**config.mk**
```make
export PLATFORM = sky130hd
export DESIGN_NAME = dotted_name_label_encoder_flat
export DESIGN_NICKNAME = d
export VERILOG_FILES = /design/src/dnle_pkg.sv /design/src/dnle_if.sv /design/src/dnle_cell.sv /design/src/dotted_name_label_encoder.sv /design/src/flat_wrapper.sv
export SDC_FILE = /design/constraint.sdc
export NUM_CORES = 1
export LEC_CHECK = 0
export ABC_CLOCK_PERIOD_IN_PS = 5600
export BUFFER_PORTS_ARGS = -buffer_cell sky130_fd_sc_hd__clkbuf_2
export CAP_MARGIN = 25
export CORE_MARGIN = 3
export CORE_UTILIZATION = 40
export CTS_BUF_LIST = sky130_fd_sc_hd__clkbuf_4 sky130_fd_sc_hd__clkbuf_8 sky130_fd_sc_hd__clkbuf_16
export CTS_CLUSTER_SIZE = 10
export DETAILED_ROUTE_END_ITERATION = 8
export SLEW_MARGIN = 20
export SYNTH_ARGS = -nofsm -noshare
export SYNTH_HDL_FRONTEND = slang
export SYNTH_SLANG_ARGS = --single-unit
```
**constraint.sdc**
```tcl
create_clock -name clock -period 5.6 [get_ports clock]
set_clock_uncertainty 0.15 [all_clocks]
set_input_delay 0.84 -clock clock [delete_from_list [all_inputs] [get_ports clock]]
set_output_delay 0.84 -clock clock [all_outputs]
set_load 0.01 [all_outputs]
```
**src/dnle_pkg.sv**
```systemverilog
// Shared types and constants for the dotted name label encoder.
package dnle_pkg;

   // Width of one name character and of one encoded byte.
   localparam int unsigned BYTE_W = 8;

   // The character that separates labels.
   localparam logic [BYTE_W-1:0] SEP_CHAR = 8'd46;

   // Controls that the sequencer hands to every cell of the label chain.
   typedef struct packed {
      logic load;    // Capture the incoming character.
      logic shift;   // Take the neighbor's character.
   } cell_ctl_type;

endpackage

```
**src/dnle_if.sv**
```systemverilog
// Valid/ready channel interfaces for the name characters and the encoded bytes.
interface dnle_req_if;
   import dnle_pkg::*;
   logic              valid;
   logic              ready;
   logic [BYTE_W-1:0] name_char;
   logic              final_char;

   modport source (output valid, output name_char, output final_char, input ready);
   modport sink (input valid, input name_char, input final_char, output ready);
endinterface

interface dnle_rsp_if;
   import dnle_pkg::*;
   logic              valid;
   logic              ready;
   logic [BYTE_W-1:0] out_byte;
   logic              is_length;
   logic              label_overflow;
   logic              end_of_name;

   modport source (output valid, output out_byte, output is_length,
                   output label_overflow, output end_of_name, input ready);
   modport sink (input valid, input out_byte, input is_length,
                 input label_overflow, input end_of_name, output ready);
endinterface

```
**src/dnle_cell.sv**
```systemverilog
// One cell of the label chain: holds one character and passes it toward the head.
module dnle_cell (
   input  logic                          clock,
   input  dnle_pkg::cell_ctl_type        ctl,
   input  logic [dnle_pkg::BYTE_W-1:0]   load_data,
   input  logic [dnle_pkg::BYTE_W-1:0]   next_data,
   output logic [dnle_pkg::BYTE_W-1:0]   cell_data
);
   import dnle_pkg::*;

   logic [BYTE_W-1:0] data_ff;
   logic [BYTE_W-1:0] data_in;

   // A load writes a new character; a shift takes the neighbor's one.
   always_comb begin
      data_in = data_ff;
      if (ctl.load) begin
         data_in = load_data;
      end else if (ctl.shift) begin
         data_in = next_data;
      end
   end

   always_ff @(posedge clock) begin
      data_ff <= data_in;
   end

   assign cell_data = data_ff;

endmodule

```
**src/dotted_name_label_encoder.sv**
```systemverilog
// Top level of the dotted name label encoder: sequencer, counters and the label chain.
//
// The block takes a dotted domain name one character per word and returns its
// length-prefixed label encoding one byte per word. A plain character is stored
// and produces nothing. A dot or the last character of the name flushes the
// held label: one length byte, then the characters in order, one word per
// cycle while the result side takes them, and the input side stays busy until
// the flush is done; a final dot adds the zero length of the empty label
// behind it. The characters sit in a row of MAX_LABEL cells; a flush reads the
// head cell and shifts the row by one for each character sent. Characters past
// MAX_LABEL are dropped and the length byte then carries label_overflow. No
// root zero is appended after the name.
module dotted_name_label_encoder #(
   parameter int unsigned MAX_LABEL = 62
) (
   input  logic        clock,
   input  logic        reset,
   dnle_req_if.sink    req_chan,
   dnle_rsp_if.source  rsp_chan
);
   import dnle_pkg::*;

   localparam int unsigned CNT_W = $clog2(MAX_LABEL + 1);

   typedef enum logic [1:0] {
      ST_IDLE,
      ST_LEN,
      ST_CHARS,
      ST_ZERO
   } state_type;

   state_type         state_ff;
   logic [CNT_W-1:0]  count_ff;
   logic              ovf_ff;
   logic              zero_tail_ff;
   logic              eon_pend_ff;
   logic              rsp_valid_ff;
   logic [BYTE_W-1:0] rsp_byte_ff;
   logic              rsp_len_ff;
   logic              rsp_ovf_ff;
   logic              rsp_eon_ff;

   logic              req_accept;
   logic              is_sep;
   logic              slot_free;
   logic              load_rsp;
   logic              store_char;
   logic              shift_chain;
   logic [BYTE_W-1:0] cell_data [MAX_LABEL];
   logic [BYTE_W-1:0] count_byte;

   // Input handshake and decode of the incoming word.
   assign req_chan.ready = (state_ff == ST_IDLE);
   assign req_accept     = req_chan.valid && req_chan.ready;
   assign is_sep         = (req_chan.name_char == SEP_CHAR);
   assign slot_free      = !rsp_valid_ff || rsp_chan.ready;
   assign load_rsp       = slot_free && (state_ff != ST_IDLE);
   assign store_char     = req_accept && !is_sep && (count_ff < CNT_W'(MAX_LABEL));
   assign shift_chain    = (state_ff == ST_CHARS) && slot_free;
   assign count_byte     = {{(BYTE_W-CNT_W){1'b0}}, count_ff};

   // Row of label cells; the head cell is the next character to send.
   for (genvar i = 0; i < MAX_LABEL; i++) begin : g_cell
      cell_ctl_type      ctl;
      logic [BYTE_W-1:0] next_data;

      assign ctl.load  = store_char && (count_ff == CNT_W'(i));
      assign ctl.shift = shift_chain;
      if (i == MAX_LABEL - 1) begin : g_tail
         assign next_data = cell_data[i];
      end else begin : g_mid
         assign next_data = cell_data[i+1];
      end

      dnle_cell u_cell (
         .clock     (clock),
         .ctl       (ctl),
         .load_data (req_chan.name_char),
         .next_data (next_data),
         .cell_data (cell_data[i])
      );
   end

   // Sequencer with the counters and the registered result word.
   always_ff @(posedge clock) begin
      if (reset) begin
         state_ff     <= ST_IDLE;
         count_ff     <= '0;
         ovf_ff       <= 1'b0;
         zero_tail_ff <= 1'b0;
         eon_pend_ff  <= 1'b0;
         rsp_valid_ff <= 1'b0;
      end else begin
         if (rsp_valid_ff && rsp_chan.ready && !load_rsp) begin
            rsp_valid_ff <= 1'b0;
         end
         case (state_ff)
            ST_IDLE: begin
               if (req_accept) begin
                  if (is_sep) begin
                     zero_tail_ff <= req_chan.final_char;
                     eon_pend_ff  <= 1'b0;
                     state_ff     <= ST_LEN;
                  end else begin
                     if (store_char) begin
                        count_ff <= count_ff + 1'b1;
                     end else begin
                        ovf_ff <= 1'b1;
                     end
                     if (req_chan.final_char) begin
                        zero_tail_ff <= 1'b0;
                        eon_pend_ff  <= 1'b1;
                        state_ff     <= ST_LEN;
                     end
                  end
               end
            end
            ST_LEN: begin
               if (slot_free) begin
                  rsp_valid_ff <= 1'b1;
                  rsp_byte_ff  <= count_byte;
                  rsp_len_ff   <= 1'b1;
                  rsp_ovf_ff   <= ovf_ff;
                  rsp_eon_ff   <= eon_pend_ff && (count_ff == '0);
                  ovf_ff       <= 1'b0;
                  if (count_ff != '0) begin
                     state_ff <= ST_CHARS;
                  end else if (zero_tail_ff) begin
                     state_ff <= ST_ZERO;
                  end else begin
                     state_ff <= ST_IDLE;
                  end
               end
            end
            ST_CHARS: begin
               if (slot_free) begin
                  rsp_valid_ff <= 1'b1;
                  rsp_byte_ff  <= cell_data[0];
                  rsp_len_ff   <= 1'b0;
                  rsp_ovf_ff   <= 1'b0;
                  rsp_eon_ff   <= eon_pend_ff && (count_ff == CNT_W'(1));
                  count_ff     <= count_ff - 1'b1;
                  if (count_ff == CNT_W'(1)) begin
                     state_ff <= zero_tail_ff ? ST_ZERO : ST_IDLE;
                  end
               end
            end
            ST_ZERO: begin
               if (slot_free) begin
                  rsp_valid_ff <= 1'b1;
                  rsp_byte_ff  <= '0;
                  rsp_len_ff   <= 1'b1;
                  rsp_ovf_ff   <= 1'b0;
                  rsp_eon_ff   <= 1'b1;
                  state_ff     <= ST_IDLE;
               end
            end
            default: begin
               state_ff <= ST_IDLE;
            end
         endcase
      end
   end

   assign rsp_chan.valid          = rsp_valid_ff;
   assign rsp_chan.out_byte       = rsp_byte_ff;
   assign rsp_chan.is_length      = rsp_len_ff;
   assign rsp_chan.label_overflow = rsp_ovf_ff;
   assign rsp_chan.end_of_name    = rsp_eon_ff;

endmodule

```
**src/flat_wrapper.sv**
```systemverilog
// flat-port wrapper written by rule: the top's interface ports become plain ports
module dotted_name_label_encoder_flat import dnle_pkg::*;
#(
   parameter int unsigned MAX_LABEL = 62
)
  (clock, reset, req_chan_valid, req_chan_name_char, req_chan_final_char, req_chan_ready, rsp_chan_valid, rsp_chan_out_byte, rsp_chan_is_length, rsp_chan_label_overflow, rsp_chan_end_of_name, rsp_chan_ready);
  dnle_req_if req_chan_i ();
  dnle_rsp_if rsp_chan_i ();
  input  logic clock;
  input  logic reset;
  input wire logic [$bits(req_chan_i.valid)-1:0] req_chan_valid;
  input wire logic [$bits(req_chan_i.name_char)-1:0] req_chan_name_char;
  input wire logic [$bits(req_chan_i.final_char)-1:0] req_chan_final_char;
  output wire logic [$bits(req_chan_i.ready)-1:0] req_chan_ready;
  output wire logic [$bits(rsp_chan_i.valid)-1:0] rsp_chan_valid;
  output wire logic [$bits(rsp_chan_i.out_byte)-1:0] rsp_chan_out_byte;
  output wire logic [$bits(rsp_chan_i.is_length)-1:0] rsp_chan_is_length;
  output wire logic [$bits(rsp_chan_i.label_overflow)-1:0] rsp_chan_label_overflow;
  output wire logic [$bits(rsp_chan_i.end_of_name)-1:0] rsp_chan_end_of_name;
  input wire logic [$bits(rsp_chan_i.ready)-1:0] rsp_chan_ready;
  assign req_chan_i.valid = req_chan_valid;
  assign req_chan_i.name_char = req_chan_name_char;
  assign req_chan_i.final_char = req_chan_final_char;
  assign req_chan_ready = req_chan_i.ready;
  assign rsp_chan_valid = rsp_chan_i.valid;
  assign rsp_chan_out_byte = rsp_chan_i.out_byte;
  assign rsp_chan_is_length = rsp_chan_i.is_length;
  assign rsp_chan_label_overflow = rsp_chan_i.label_overflow;
  assign rsp_chan_end_of_name = rsp_chan_i.end_of_name;
  assign rsp_chan_i.ready = rsp_chan_ready;
  dotted_name_label_encoder #(.MAX_LABEL(MAX_LABEL)) u_core (.clock(clock), .reset(reset), .req_chan(req_chan_i), .rsp_chan(rsp_chan_i));
endmodule
```
Word level (Yosys, flattened, before mapping)
Cells that the tools add are included.
{"block": "word_totals", "n_memories": 0, "latchBits": 0, "elab_cells": 468, "ram_bits": 0, "rom_bits": 0, "register_bits": 519}
{"block": "op_classes", "reduce_logical": 156, "mux": 160, "eq_ne": 76, "div": 0, "n_bitwise": 1, "add_sub_neg": 2, "multipliers": 0, "n_shift": 0, "n_lt_le_gt_ge": 1}
{"operator": "two-way mux 8 bit", "count": 125}
{"operator": "== test 6 bit (second input constant)", "count": 30}
{"operator": "nonzero test 2 bit", "count": 67}
{"operator": "== test 6 x 5 -> 1 bit (second input constant)", "count": 16}
{"operator": "logical AND 1 bit", "count": 71}
{"operator": "== test 6 x 4 -> 1 bit (second input constant)", "count": 8}
{"operator": "== test 6 x 3 -> 1 bit (second input constant)", "count": 4}
{"operator": "two-way mux 6 bit", "count": 4}
{"operator": "case mux 8 bit (3 select lines)", "count": 1}
{"operator": "two-way mux 2 bit", "count": 9}
{"operator": "two-way mux 1 bit", "count": 15}
{"operator": "AND reduction 5 bit", "count": 3}
{"operator": "== test 6 x 2 -> 1 bit (second input constant)", "count": 2}
{"operator": "case mux 6 bit (2 select lines)", "count": 1}
{"operator": "inequality test 2 x 1 -> 1 bit (second input constant)", "count": 5}
{"operator": "inequality test 2 bit (second input constant)", "count": 5}
{"operator": "== test 8 x 6 -> 1 bit (second input constant)", "count": 1}
{"operator": "case mux 2 bit (4 select lines)", "count": 1}
{"operator": "AND reduction 4 bit", "count": 2}
{"operator": "adder 6 x 1 -> 6 bit (second input constant)", "count": 1}
{"operator": "== test 6 x 1 -> 1 bit (second input constant)", "count": 1}
{"operator": "zero test 6 bit", "count": 1}
{"operator": "< comparator 6 bit (second input constant)", "count": 1}
{"operator": "case mux 1 bit (2 select lines)", "count": 3}
{"operator": "other kinds (15)", "count": 19}

Depth between registers and ports, before layout
Gate-level depths: netlist of the first run.
{"block": "logic_depth", "word_depth": 8, "mapped_depth": 7}

Cells and area by module
Synthesis of the first run repeated with hierarchy kept, for this count alone.
{"block": "unflattened", "cells_unflattened": 1335, "hier_area_um2": 25039.0}
{"module": "dnle_cell", "area_each_um2": 377.9, "n_inst": 62, "cells_per_inst": 18, "seq_area_each_um2": 240.2}
{"module": "dotted_name_label_encoder", "area_each_um2": 1611.5, "n_inst": 1, "cells_per_inst": 219, "seq_area_each_um2": 570.5}

Worst setup path after synthesis of the first run
Ideal clock, no wire load.
{"block": "synth_path", "path_type": "input to register", "start": "input port req_chan_valid", "end": "register u_core.g_cell[35].u_cell.data_ff[0] (enable)", "cell_stages": 5, "setup_time_ps": 384, "required_ps": 5066, "t_arrival_ps": 2278, "slack_ps": 2788, "cell_sequence": "nor3b_1 -> nand2_1 -> clkbuf_1 -> clkbuf_1 -> o21ai_0"}
{"block": "synth_via", "elab_chain_cells": 5}
{"item": "start: declaration", "line_no": "flat_wrapper.sv:11", "text": "input wire logic [$bits(req_chan_i.valid)-1:0] req_chan_valid;"}
{"item": "logical AND 1 bit", "line_no": "dotted_name_label_encoder.sv:54", "text": "assign req_accept = req_chan.valid && req_chan.ready;"}
{"item": "logical AND 1 bit (2 in a row)", "line_no": "dotted_name_label_encoder.sv:58", "text": "assign store_char = req_accept && !is_sep && (count_ff < CNT_W'(MAX_LABEL));"}
{"item": "logical AND 1 bit", "line_no": "dotted_name_label_encoder.sv:67", "text": "assign ctl.load = store_char && (count_ff == CNT_W'(i));"}
{"item": "nonzero test 2 bit (no line)"}
{"item": "end signal: assignment", "line_no": "dnle_cell.sv:25", "text": "data_ff <= data_in;"}
{"item": "end: declaration", "line_no": "dnle_cell.sv:11", "text": "logic [BYTE_W-1:0] data_ff;"}
Every way passes these cells.
A chain may end at the register's enable or synchronous reset.

Worst setup path in the final report of the first run
{"block": "layout_path", "start": "register u_core.count_ff[1]", "end": "register u_core.g_cell[29].u_cell.data_ff[6] (enable)"}
{"block": "layout_via", "elab_chain_cells": 4, "elab_cells_between_ends": 5}
{"item": "start: declaration", "line_no": "dotted_name_label_encoder.sv:33", "text": "logic [CNT_W-1:0] count_ff;"}
{"item": "start signal: assignment", "line_no": "dotted_name_label_encoder.sv:106", "text": "count_ff <= count_ff + 1'b1;"}
{"item": "start signal: assignment", "line_no": "dotted_name_label_encoder.sv:142", "text": "count_ff <= count_ff - 1'b1;"}
{"item": "< comparator 6 bit", "line_no": "dotted_name_label_encoder.sv:58"}
{"item": "logical AND 1 bit", "line_no": "dotted_name_label_encoder.sv:58"}
{"item": "logical AND 1 bit *", "line_no": "dotted_name_label_encoder.sv:67"}
{"item": "nonzero test 2 bit (no line) *"}
{"item": "end signal: assignment", "line_no": "dnle_cell.sv:25"}
{"item": "end: declaration", "line_no": "dnle_cell.sv:11"}
Mark *: on every way between the ends. The rest lies on a longest branch, timed or not.

==> results of run 1 <==
[cell families after synthesis]
kind of cell / synth area share [%]
AND/OR/NAND/NOR: 3.91
flip-flops: 67.0
AO/OA/AOI/OAI: 3.03
buffers and inverters: 1.70
adder cells (fa/ha/maj): 0.271
multiplexers: 24.1
[cells in the mapped netlist, drive strengths merged (2+ instances only)]
library cell	count	area [um^2]
buf	23	125
edfxtp	507	15200
mux2	492	5540
a22oi	2	15.0
nand2	15	56.3
ha	5	62.6
a21o	3	22.5
and2	3	18.8
nand2b	13	81.3
nand3	8	40.0
inv	7	26.3
nor3b	4	30.0
nand4	3	18.8
dfxtp	12	240
nand4bb	2	22.5
clkbuf	64	240
nor2b	7	43.8
or2	2	12.5
o211ai	16	233
nor3	14	115
a21oi	8	40.0
o21ai	61	305
nor2	64	418
[worst max-delay path, delay by kind of cell (launching register included)]
kind,cells,cell delay (ns)
buf+inv,1,0.27
compound gates,1,0.46
flops,1,0.36
fa+ha+maj,1,0.51
simple gates,2,1.15
[flip-flops by register name, indices dropped and copies added, names as in the netlist]
signal	cells
u_core.state_ff	2
u_core.eon_pend_ff	1
u_core.rsp_chan.end_of_name	1
u_core.rsp_chan.label_overflow	1
u_core.rsp_chan.is_length	1
u_core.zero_tail_ff	1
u_core.ovf_ff	1
u_core.rsp_chan.out_byte	8
u_core.rsp_chan.valid	1
u_core.count_ff	6
u_core.g_cell.u_cell.cell_data	496
[per-layer routing]
metal	share of wire (%)	up-vias	GRT usage (%)
met3	5.3	70	3.80
met2	47	276	25.6
met5	0	-	0
met1	45	5926	21.4
li1	-	5306	-
met4	2.3	0	4.60
[metrics by stage]
stage	hold slack, ns	area, um^2	setup slack (ns)	total power [W]	std cells
finish	0.372	25800	2.35	0.00829	2175
global placement	0.356	23900	1.62	0.00487	2067
CTS	0.375	25700	2.11	0.00840	2161
detailed placement	0.362	24000	1.46	0.00488	2075
global route	0.400	25800	2.14	0.00861	2173
floorplan	0.345	23100	2.79	0.00473	1351
[report_power, final]
part | switching, W | total, W | internal (W) | leakage, nW
clock network | 0.00142 | 0.00349 | 0.00207 | 0.868
logic | 0.000272 | 0.000395 | 0.000123 | 2.67
registers | 0.0000379 | 0.00441 | 0.00437 | 4.69
[worst max path at each step]
| stage | end | slack (ns) | depth (start not counted) |
|---|---|---|---|
| after floorplan | u_core.g_cell[35].u_cell.cell_data[0]$_DFFE_PP_ | 2.79 | 5 |
| after global placement | u_core.g_cell[59].u_cell.cell_data[5]$_DFFE_PP_ | 1.62 | 4 |
| after detailed placement | u_core.g_cell[59].u_cell.cell_data[5]$_DFFE_PP_ | 1.46 | 4 |
| after CTS | u_core.g_cell[59].u_cell.cell_data[6]$_DFFE_PP_ | 2.11 | 4 |
| after global routing | u_core.g_cell[29].u_cell.cell_data[7]$_DFFE_PP_ | 2.14 | 5 |
| final | u_core.g_cell[29].u_cell.cell_data[6]$_DFFE_PP_ | 2.35 | 5 |
[cell type report]
class                   count  area (um^2)
clock inverters             4         63.8
diodes                      2         5.00
clock buffers              82         1660
well taps                 756          946
inverters                   7         26.3
multi-input cells         738         7220
fillers                  4853        30900
flip-flops and latches    519        15500
repair buffers             67          397
==> metrics.txt, run 1 <==
Pleak about 8 nW; die height 246 um; vias in the first global route approximately 12,000; clock tree sinks between 500 and 600; final worst path period share between 50% and 60%; crit path cell chain inv_1 -> ha_1 -> o21ai_0 -> nor3_2 -> nand2b_1; #FFs+latches synth about 520; status complete, no violations; Syn Nets ~1,400; routability cong. between 0.7 and 0.8; Power Dens Cells about 320 mW/mm^2; NumNets Final ~1,400; R2R Setup Slk ~2.3 ns; io pins 26; final core occ between 40% and 50%; Slowest-stage cell, CP nor3_2; Pins Over Slew Limit 0; slew margin rel. 32.9%; critical path launch point type register; # port buffers 25; worst reg2reg endpoint u_core.g_cell[29].u_cell.cell_data[6]$_DFFE_PP_; Worst Max-Slew Pin Slew between 0.9 and 1 ns; CTS Buf Count 58; Post-route DRC 0; gate count after technology mapping 1,351; TritonCTS clock tree built; Critical Path Max Stage Delay between 0.7 and 0.8 ns; fraction of layout cells with a size suffix above 1 between 50% and 60%; fmax about 0.3 GHz; Max FO, Critical Path 9; H-tree levels 2; worst hold-check path type register to register; Yosys Warn Count 0; synth-to-layout area growth 11.7%; synthesized area 0.0231 mm^2; DRT Pass-1 Iters 5; Worst EP arrival between 3 and 4 ns; latest clock arrival within the worst-skew pair about 0.6 ns; Sum Neg Setup Slack 0 ns; CP required around 5.7 ns; CP startpoint u_core.count_ff[1]$_SDFFE_PP0P_; DR vias/cell about 5.3; first-pass GRT wire length 73.6 mm; # hold bufs at CTS 0; post-route ant nets 0; WL per Instance approximately 22 um; GR Util All Layers ~16%; Die Wd 246 um; Iter 0 DRT Violations 730; grt total ovfl 0; final hold vios 0; number of enable flip-flop cells after synthesis slightly above 500; Max VDD drop between 0.2 and 0.25 mV; fin crit period ~3.3 ns; Hold Startpoint u_core.g_cell[2].u_cell.cell_data[4]$_DFFE_PP_; total of max-cap violations 0; Most used DFF post-synth edfxtp_1; Cell variety after synth 48; area of the core roughly 0.057 mm^2; clock transition at the registers of the reported paths 0.06 ns; Starting Density between 40% and 50%; CTS root buffer clkbuf_16; hold path depth 1; final WL ~47 mm; CP Class register to register; Worst Hold End u_core.g_cell[1].u_cell.cell_data[4]$_DFFE_PP_; initial antenna violation count 2; Worst setup EP type register; Post-Syn Area per Cell ~17 um^2; CTS resizes 0; most frequent cells in the layout 507 x edfxtp_1, 479 x mux2_2, 59 x clkbuf_16, 41 x nor2_2, 32 x o21ai_0; worst flop-to-flop path startpoint u_core.count_ff[1]$_SDFFE_PP0P_; RSZ-0062 raised after global routing no; largest net degree at the start of global routing between 60 and 70; Die Area roughly 0.061 mm^2; Final setup viols 0; post-CTS setup buffers 0; via count approximately 12,000; Reg2Reg Depth 5; clk buf depth 3; sequential area share after synthesis approximately 67%; # rows between 80 and 90; Final HPWL DP roughly 28 mm; Synth async-reset ratio 0%; most common cell after layout, fill and taps aside edfxtp_1
Note: power is estimated with default switching activity, not from simulation.
==> inputs of run 2 (changes only) <==
--- a/config.mk
+++ b/config.mk
@@ -5,7 +5,7 @@
 export SDC_FILE = /design/constraint.sdc
 export NUM_CORES = 1
 export LEC_CHECK = 0
-export ABC_CLOCK_PERIOD_IN_PS = 5600
+export ABC_CLOCK_PERIOD_IN_PS = 2820
 export BUFFER_PORTS_ARGS = -buffer_cell sky130_fd_sc_hd__clkbuf_2
 export CAP_MARGIN = 25
 export CORE_MARGIN = 3
==> constraint.sdc (replaced) <==
create_clock -name clock -period 2.82 [get_ports clock]
set_clock_uncertainty 0.15 [all_clocks]
set_input_delay 0.423 -clock clock [delete_from_list [all_inputs] [get_ports clock]]
set_output_delay 0.423 -clock clock [all_outputs]
set_load 0.01 [all_outputs]
==> run 2 against run 1 <==
Total power is 98% higher. Combinational power is 130% higher. Wire length is 0.67% higher. Register-to-register slack worse by 2.0 ns. Flip-flop and latch count stayed put. Sequential share of layout area is 2.2 points lower. Critical path depth is 1 higher. Largest cell class unchanged. Highest routed layer unchanged.
==> metrics.txt, run 2 (synthesized netlist as in run 1, its figures left out) <==
final core occ 47.2% (+1.7 points); Die Area 0.0606 mm^2 (unchanged); most frequent cells in the layout 507 x edfxtp_1, 479 x mux2_2, 103 x buf_4, 59 x clkbuf_16, 53 x o21ai_0; first-pass GRT wire length 73.8 mm (+0.23%); area of the core 0.0567 mm^2 (unchanged); via count 11,883 (+2.6%); most common cell after layout, fill and taps aside edfxtp_1; # rows 87 (unchanged); Iter 0 DRT Violations 838 (+15%); # hold bufs at CTS 2 (+2); Worst Max-Slew Pin Slew 0.918 ns (-0.0774 ns); latest clock arrival within the worst-skew pair 0.59 ns (about the same); CTS Buf Count 58 (unchanged); Final setup viols 0 (unchanged); clk buf depth 3 (unchanged); CTS root buffer clkbuf_16; Die Wd 246 um (unchanged); Final Non-Filler Cells 2,272 (+4.5%); final hold vios 0 (unchanged); final WL 47.8 mm (+0.67%); Power Dens Cells 615 mW/mm^2 (+91%); hold path depth 4 (+3); initial antenna violation count 3 (+1); fraction of layout cells with a size suffix above 1 52.9% (+2.9 points); die height 246 um (unchanged); largest net degree at the start of global routing 63 (unchanged); worst hold-check path type input port to register; Largest register FFs 496 (unchanged); Pleak 8.78 nW (+6.8%); CP required 2.91 ns (-2.80 ns); Starting Density 40.7% (unchanged); final worst path period share 89.4% (+31 points); Post-Place Setup Slack 0.0484 ns (-1.42 ns); grt total ovfl 0 (unchanged); CP Class register to register; fillers 4,822 (-0.64%); H-tree levels 2 (unchanged); Worst setup EP type register; Cells after DPL 2,173 (+4.7%); status complete, no violations; slew margin rel. 38.1% (+5.2 points); total of max-cap violations 0 (unchanged); CTS resizes 0 (unchanged); vias in the first global route 12,294 (+1.3%); Max FO, Critical Path 9 (unchanged); clock transition at the registers of the reported paths 0.06 ns (about the same); post-CTS setup buffers 0 (unchanged); Pins Over Slew Limit 0 (unchanged); Final Total Pwr 0.0165 W (+98%); Final HPWL DP 28.1 mm (+1.9%); DR vias/cell 5.23 (-1.7%); io pins 26 (unchanged); fmax 0.397 GHz (+29%); GR Util All Layers 15.7% (-0.12 points); Worst EP arrival 2.61 ns (-0.75 ns); critical path launch point type register; clock tree sinks 519 (unchanged); TritonCTS clock tree built; NumNets Final 1,504 (+6.7%); RSZ-0062 raised after global routing no; synth-to-layout area growth 16.0%; post-route ant nets 0 (unchanged); # port buffers 25 (unchanged); Sum Neg Setup Slack 0 ns (unchanged); Post-route DRC 0 (unchanged); routability cong. 0.796 (+7.3%); Max VDD drop 0.499 mV (+120%); DRT Pass-1 Iters 5 (unchanged); Reg2Reg Depth 6 (+1); fin crit period 2.52 ns (-0.734 ns); setup ws final 0.299 ns (-2.05 ns); WL per Instance 21.0 um (-3.6%)
run 2: where the power goes:
group | total, W | internal (W) | switching, W
combinational | 0.000911 | 0.000337 | 0.000574
sequential | 0.00874 | 0.00867 | 0.0000640
clock | 0.00681 | 0.00402 | 0.00279
total | 0.0165 | 0.0130 | 0.00342
run 2: stage by stage:
step                      area, um^2  hold slack (ns)
after floorplan                23100            0.345
final                          26800            0.159
after detailed placement       25000            0.366
after global placement         25000            0.357
after CTS                      26700            0.121
after global routing           26800            0.147
run 2: final cells by class:
class                   count  area, um^2  share of cell area (%)
inverters                   7        26.3                  0.0982
well taps                 756         946                    3.53
repair buffers            162        1420                    5.32
flip-flops and latches    519       15500                    57.8
clock buffers              84        1660                    6.22
clock inverters             4        20.0                  0.0748
multi-input cells         738        7220                    27.0
diodes                      2        5.00                  0.0187
run 2: critical path: stages, from the launching register on:
cell and delay [ns]:
dfxtp_1 0.44, ha_1 0.47, o21ai_0 0.17, buf_4 0.20, nor3_2 0.19, buf_4 0.22
nand2b_1 0.34
run 2: metal layers:
| metal | track usage, % | routed length [um] | vias up | part of all wire, % |
|---|---|---|---|---|
| met5 | 0 | 0 | - | 0 |
| met4 | 4.69 | 1070 | 0 | 2.2 |
| met3 | 2.64 | 2200 | 68 | 4.6 |
| met2 | 24.8 | 21600 | 230 | 45 |
| met1 | 22.4 | 22800 | 6099 | 48 |
| li1 | - | - | 5486 | - |
run 2: final timing paths:
path / start / end / slack (ns)
worst max-delay path: u_core.count_ff[0]$_SDFFE_PP0P_ / u_core.g_cell[13].u_cell.cell_data[0]$_DFFE_PP_ / 0.30
worst min-delay path: rsp_chan_ready / u_core.state_ff[1]$_SDFFE_PP0P_ / 0.16
worst max register to register: u_core.count_ff[0]$_SDFFE_PP0P_ / u_core.g_cell[13].u_cell.cell_data[0]$_DFFE_PP_ / 0.30
worst min register to register: u_core.g_cell[2].u_cell.cell_data[4]$_DFFE_PP_ / u_core.g_cell[1].u_cell.cell_data[4]$_DFFE_PP_ / 0.38
